**config.mk**
```make
export PLATFORM = sky130hd
export DESIGN_NAME = wpd_queue
export DESIGN_NICKNAME = d
export VERILOG_FILES = /design/src/wpd_pkg.sv /design/src/wpd_queue.sv
export SDC_FILE = /design/constraint.sdc
export NUM_CORES = 1
export LEC_CHECK = 0
export BUFFER_PORTS_ARGS = -buffer_cell sky130_fd_sc_hd__buf_2
export CORE_MARGIN = 4
export CORE_UTILIZATION = 51
export DETAILED_ROUTE_END_ITERATION = 12
export HOLD_SLACK_MARGIN = 0.1
export PLACE_DENSITY = 0.78
export SETUP_SLACK_MARGIN = 0.5
export SLEW_MARGIN = 40
export SYNTH_ARGS = -nofsm -noshare
export SYNTH_HDL_FRONTEND = slang
export SYNTH_SLANG_ARGS = --single-unit
```
**constraint.sdc**
```tcl
create_clock -name clk -period 4.8 [get_ports clk]
set_input_delay 0.96 -clock clk [delete_from_list [all_inputs] [get_ports clk]]
set_output_delay 0.96 -clock clk [all_outputs]
set_load 0.005 [all_outputs]
```
**src/wpd_pkg.sv**
```systemverilog
`timescale 1ns / 1ps
// Shared types and constants for the pixel discriminator.
// Used by every module of the block; depends on nothing.
package wpd_pkg;

  localparam int THERMO_LEVELS_DEF = 128;
  localparam int CHANNELS_DEF      = 3;
  localparam int TUPLE_BITS_DEF    = 16;
  localparam int NUM_TUPLES_DEF    = 24;

  localparam int CMD_W    = 2;
  localparam int MAP_W    = 9;
  localparam int CHAN_W   = 8;
  localparam int IN_CHANS = 3;
  localparam int SEL_W    = 2;
  localparam int LEVEL_W  = 9;
  localparam int HIT_W    = 5;
  localparam int HIT_MAX  = 31;

  localparam logic [HIT_W-1:0] THRESH_RESET = 5'd12;

  // level = floor((2*T*x + 255) / 510) by reciprocal, exact for numerators below 2^17
  localparam int             LVL_SHIFT = 26;
  localparam longint         LVL_RECIP = 131587;
  localparam int             LVL_PROD_W = 35;
  localparam longint         LVL_ROUND = 255 * LVL_RECIP;

  // map value / CHANNELS by reciprocal, exact for 9-bit values and CHANNELS up to 4
  localparam int QUOT_SHIFT  = 18;
  localparam int QUOT_PROD_W = 28;

  localparam int QUEUE_DEPTH = 2;
  localparam int QPTR_W      = $clog2(QUEUE_DEPTH);
  localparam int QCNT_W      = $clog2(QUEUE_DEPTH + 1);

  typedef enum logic [CMD_W-1:0] {
    CMD_LOAD    = 2'd0,
    CMD_TRAIN   = 2'd1,
    CMD_PREDICT = 2'd2,
    CMD_CLEAR   = 2'd3
  } wpd_cmd_t;

  typedef struct packed {
    logic [CMD_W-1:0]  command;
    logic [MAP_W-1:0]  map_index;
    logic [MAP_W-1:0]  map_value;
    logic [CHAN_W-1:0] chan0;
    logic [CHAN_W-1:0] chan1;
    logic [CHAN_W-1:0] chan2;
  } wpd_in_t;

  typedef struct packed {
    logic [HIT_W-1:0] hit_count;
    logic             foreground;
  } wpd_out_t;

  // one queued word: command plus its decoded operands
  typedef struct packed {
    wpd_cmd_t                           cmd;
    logic [MAP_W-1:0]                   idx;
    logic [MAP_W-1:0]                   val;
    logic [MAP_W-1:0]                   quot;
    logic [IN_CHANS-1:0][LEVEL_W-1:0]   lvl;
  } wpd_item_t;

  typedef struct packed {
    logic full;
    logic empty;
  } wpd_qstat_t;

endpackage

```
**src/wpd_queue.sv**
```systemverilog
`timescale 1ns / 1ps
// Short word queue between front end and back end.
// Depends on wpd_pkg.
module wpd_queue
  import wpd_pkg::*;
(
  input  logic       clk,
  input  logic       rst_n,
  input  logic       push,
  input  wpd_item_t  push_item,
  input  logic       pop,
  output wpd_qstat_t stat,
  output wpd_item_t  head
);

  wpd_item_t          entries_r [QUEUE_DEPTH];
  logic [QPTR_W-1:0]  wr_ptr_r, wr_ptr_nxt;
  logic [QPTR_W-1:0]  rd_ptr_r, rd_ptr_nxt;
  logic [QCNT_W-1:0]  count_r, count_nxt;

  assign stat.full  = (count_r == QCNT_W'(QUEUE_DEPTH));
  assign stat.empty = (count_r == '0);
  assign head       = entries_r[rd_ptr_r];

  // depth is a power of two, so pointers wrap on their own
  always_comb begin
    wr_ptr_nxt = push ? wr_ptr_r + QPTR_W'(1) : wr_ptr_r;
    rd_ptr_nxt = pop ? rd_ptr_r + QPTR_W'(1) : rd_ptr_r;
    count_nxt  = count_r;
    if (push && !pop) begin
      count_nxt = count_r + QCNT_W'(1);
    end else if (pop && !push) begin
      count_nxt = count_r - QCNT_W'(1);
    end
  end

  always_ff @(posedge clk) begin
    if (!rst_n) begin
      wr_ptr_r <= '0;
      rd_ptr_r <= '0;
      count_r  <= '0;
    end else begin
      wr_ptr_r <= wr_ptr_nxt;
      rd_ptr_r <= rd_ptr_nxt;
      count_r  <= count_nxt;
    end
  end

  always_ff @(posedge clk) begin
    if (push) begin
      entries_r[wr_ptr_r] <= push_item;
    end
  end

endmodule

```
Yosys cells after proc, flatten, opt, wreduce, memory -nomap -nowiden

Memories as Yosys holds them, arrays and structs flattened. A register that Yosys moved wholly into a read port is not among the register bits.
Index checks and enable logic that the tools add are counted.
Widths: inputs -> output; s select.

Bits in registers: 4
Memory bits (writable): 112
Input bits: 60
Output and inout port bits: 58
Logic and storage cells: 21
Memories: 1

Memories:

| memory    | words | bits a word | rd ports | clocked after Yosys merged registers in | write ports | RTL line        | text |
|---|---|---|---|---|---|---|---|
| entries_r | 2     | 56          | 1        | 1                                       | 1           | wpd_queue.sv:16 | `wpd_item_t entries_r [QUEUE_DEPTH];` |

Add/sub/neg operators: 4
Eq/ne operators: 1
Muxes and demuxes: 6
Reduce and logical (&&, ||, !) cells: 6

Operators with widths:

| kind                | number |
|---|---|
| $mux 1              | 4 |
| $mux 2              | 2 |
| $add 1x1->1 const B | 2 |
| $add 2x1->2 const B | 1 |
| $eq 2x2->1 const B  | 1 |
| $logic_and 1x1->1   | 2 |
| $logic_not 1->1     | 2 |
| $logic_not 2->1     | 1 |
| $reduce_bool 2->1   | 1 |
| $sub 2x1->2 const B | 1 |

Depth between registers and ports, before layout

Depth in word-level cells: 4
Gate-level depth with buffers: 5
Mapped depth without buffers: 5

Least setup slack after synthesis

OpenSTA, ideal clock, no wires.

Path kind: input to register
Start point: in push
End point: mem entries_r[0][0] in the netlist's numbering, enable pin
Library setup time: 478 ps
Data arrival time: 3,464 ps
Required time: 4,322 ps
Slack: 859 ps
Stages: 1
Path buffers: 0
Path through: nor2b_1

Cells in the longest elaborated chain, start to end: 2

Ends and longest elaborated chain:

| what                         | RTL line        | text |
|---|---|---|
| start, declared              | wpd_queue.sv:9  | `input logic push,` |
| $mux 1                       | wpd_queue.sv:50 | `if (push) begin` |
| $mux 1 (not written as such) | wpd_queue.sv:51 | `entries_r[wr_ptr_r] <= push_item;` |
| end, declared                | wpd_queue.sv:16 |  |

No other way between the ends.

==> reports/summary.md <==
• run status: complete, no violations
• number of DRC violations after detailed routing: 0
• # port buffers: 117
• placed wire-length estimate after detailed placement: 4710 um
• CTS tree: yes
• arrival time worst endpoint: 2.23 ns
• leakage power summed over all cells: 0.00210 uW
• first-pass detailed-route iteration total: 4
• number of hold violations in the final report: 0
• Core Region: 8180 um2
• Max Clock Skew: 0.00504 ns
• fin crit period: 3.19 ns
• Layout Nets: 391
• number of sinks handled by clock tree synthesis: 117
• most frequent cells in the layout: buf_2 (117), edfxtp_1 (112), mux2_2 (56)
• Rows: 33
• post-cts gate resize count: 0
• Netlist cell types: 18
• Net Sw Power: 546 uW
• share of final-layout standard cells stronger than drive strength 1: 62.1%
• total power divided by cell area: 457 nW/um2
• number of hold-repair buffers added at the cts stage: 0
• height of the die: 99.5 um
• cell internal pwr: 1980 uW
• Mapped Area: 4270 um2
• CP Capture Type: output pin
• first-pass GRT wire length: 11,400 um
• flip-flop and latch count after synthesis: 117
• area of the multi-input gates: 754 um2
• most common cell after layout, fill and taps aside: buf_2
• Cells after Synth: 196
• maximum number of pins on one net before global-route repair: 32
• maximum VDD drop: 0.351 mV
• Synth Warn #: 0
• final cycle utilization of the critical path: 66.5%
• Setup Slack @ Placement: 2.07 ns
• largest driver fanout on the critical path: 31
• initial antenna violation count: 0
• final routed wire length divided by cell count: 15.8 um
• io pins: 118
• Clk network pwr share: 44.5%
• die outline width: 99.5 um
• worst slew pin tran: 0.807 ns
• area growth from synthesis to final layout: 29.4%
• Max clock buf depth: 2
• power share of the sequential group: 47.6%
• Avg Cell Area, Syn: 21.8 um2
• unrepaired setup endpoints after global routing: no
• routed vias/inst: 4.83
• storage element area: 3460 um2
• post-layout instance count excluding filler cells: 448
• htree depth: 4
• sum of overflow across all layers after global routing: 0
• total routing resource utilization after global routing: 15.5%
• Comb pwr share: 7.9%
• Post-CTS Repair Setup Buffers: 0
• number of placed instances, taps included: 416
• Max-Slew Margin vs Limit: 46.2%
• switching share of power: 21.7%
• Setup crit start kind: flop
• Finish-stage setup viols: 0
• TNS Setup: 0 ns
• total CTS buffers: 17
• number of filler instances in the final layout: 576
• number of DRC markers in iteration 0: 41
• area of the die: 9900 um2
• critical path data required time: 3.84 ns
• reported max-cap violation count: 0
• setup ws final: 1.61 ns
• total via count in the routed design: 2,162
• ant diodes: 0
• number of nets still failing antenna checks after routing: 0
• sequential element share of the synthesized area: 81.1%
• nets in the synthesized netlist: 257
• startpoint-to-endpoint class of the critical path: reg -> out
• max-slew violation count: 0
• clock network latency to the later pin of the worst-skew pair: 0.49 ns
• clk slew on worst S/H paths: 0.06 ns
• Final GP Congestion: 0.682
• initial cell density of the core: 52.2%
• highest clock frequency the design can meet: 313 MHz
• vias in the first global route: 2,357
• class of the most critical hold timing path: reg -> reg
• CTS root buf: clkbuf_8
• DRT Wirelength: 7080 um
-- critical path: stages, from the launching register on --
cell     delay [ns]
dfxtp_2        0.72
buf_4          0.47
mux2_2         0.40
buf_2          0.13
-- logic make-up (layout without fill, tap and decap cells) --
group	Yosys count	after routing	synth area share (%)
multiplexers	56	56	14.8
adder cells (fa/ha/maj)	1	1	0.293
AO/OA/AOI/OAI	3	3	0.469
XOR/XNOR	3	3	0.615
AND/OR/NAND/NOR	9	9	1.32
buffers and inverters	7	154	1.44
flip-flops	117	117	81.1
-- power groups by stage --
| stage | Clock (uW) | Sequential (uW) | Combinational, uW |
|---|---|---|---|
| after floorplan | 0 | 1210 | 117 |
| after global placement | 0 | 1220 | 197 |
| after detailed placement | 0 | 1220 | 202 |
| after CTS | 1150 | 1200 | 204 |
| after global routing | 1200 | 1210 | 219 |
| final | 1120 | 1200 | 199 |
-- stage by stage --
step,hold slack [ns],power [uW],area (um2),util (%)
6_report,0.496,2520,5520,67.6
3_3_place_gp,0.482,1420,4960,60.7
2_1_floorplan,0.466,1330,4270,-
3_5_place_dp,0.489,1420,4980,60.9
5_1_grt,0.551,2630,5520,67.6
4_1_cts,0.501,2550,5520,67.6
-- registers in the layout, summed over array words and instances (netlist names), named ones only --
register   cells
rd_ptr_r       1
wr_ptr_r       1
entries_r    112
count_r        2
-- per-layer routing --
metal / up-vias / share of wire, % / global-route usage (%)
met1: 1026 / 41 / 18.6
met4: 0 / 0.72 / 6.72
met2: 87 / 51 / 25.1
li1: 1043 / - / -
met5: - / 0 / 0
met3: 6 / 7.9 / 5.75
-- Yosys cell counts --
| master | instances | share of area [%] |
|---|---|---|
| dfxtp_1 | 5 | 2.3 |
| xnor2_1 | 1 | 0.21 |
| nor2_1 | 1 | 0.088 |
| ha_1 | 1 | 0.29 |
| o21ai_0 | 1 | 0.12 |
| o21a_1 | 1 | 0.18 |
| buf_2 | 1 | 0.12 |
| or3_1 | 1 | 0.15 |
| nor2b_1 | 2 | 0.29 |
| xor2_1 | 2 | 0.41 |
| and2b_2 | 1 | 0.21 |
| mux2_2 | 56 | 15 |
| buf_6 | 4 | 1.1 |
| buf_4 | 1 | 0.18 |
| edfxtp_1 | 112 | 79 |
| inv_1 | 1 | 0.088 |
| a21boi_1 | 1 | 0.18 |
| and2_1 | 4 | 0.59 |
-- cell type report --
type,count,share of cell area (%)
inverter,1,0.0680
clock inverter,15,2.40
clock buffer,17,7.50
sequential,117,62.7
tap,105,2.38
timing repair buffer,121,11.3
multi-input combinational,72,13.7
-- worst paths after layout --
| check | start | end | slack, ns | cells past startpoint |
|---|---|---|---|---|
| min | count_r[1] | count_r[1] | 0.50 | 2 |
| max reg2reg | wr_ptr_r | entries_r[1][35] | 2.91 | 2 |
| min reg2reg | count_r[1] | count_r[1] | 0.50 | 2 |
| max | flop | head[55] | 1.61 | 3 |
Power figures use the tool's default switching activity.
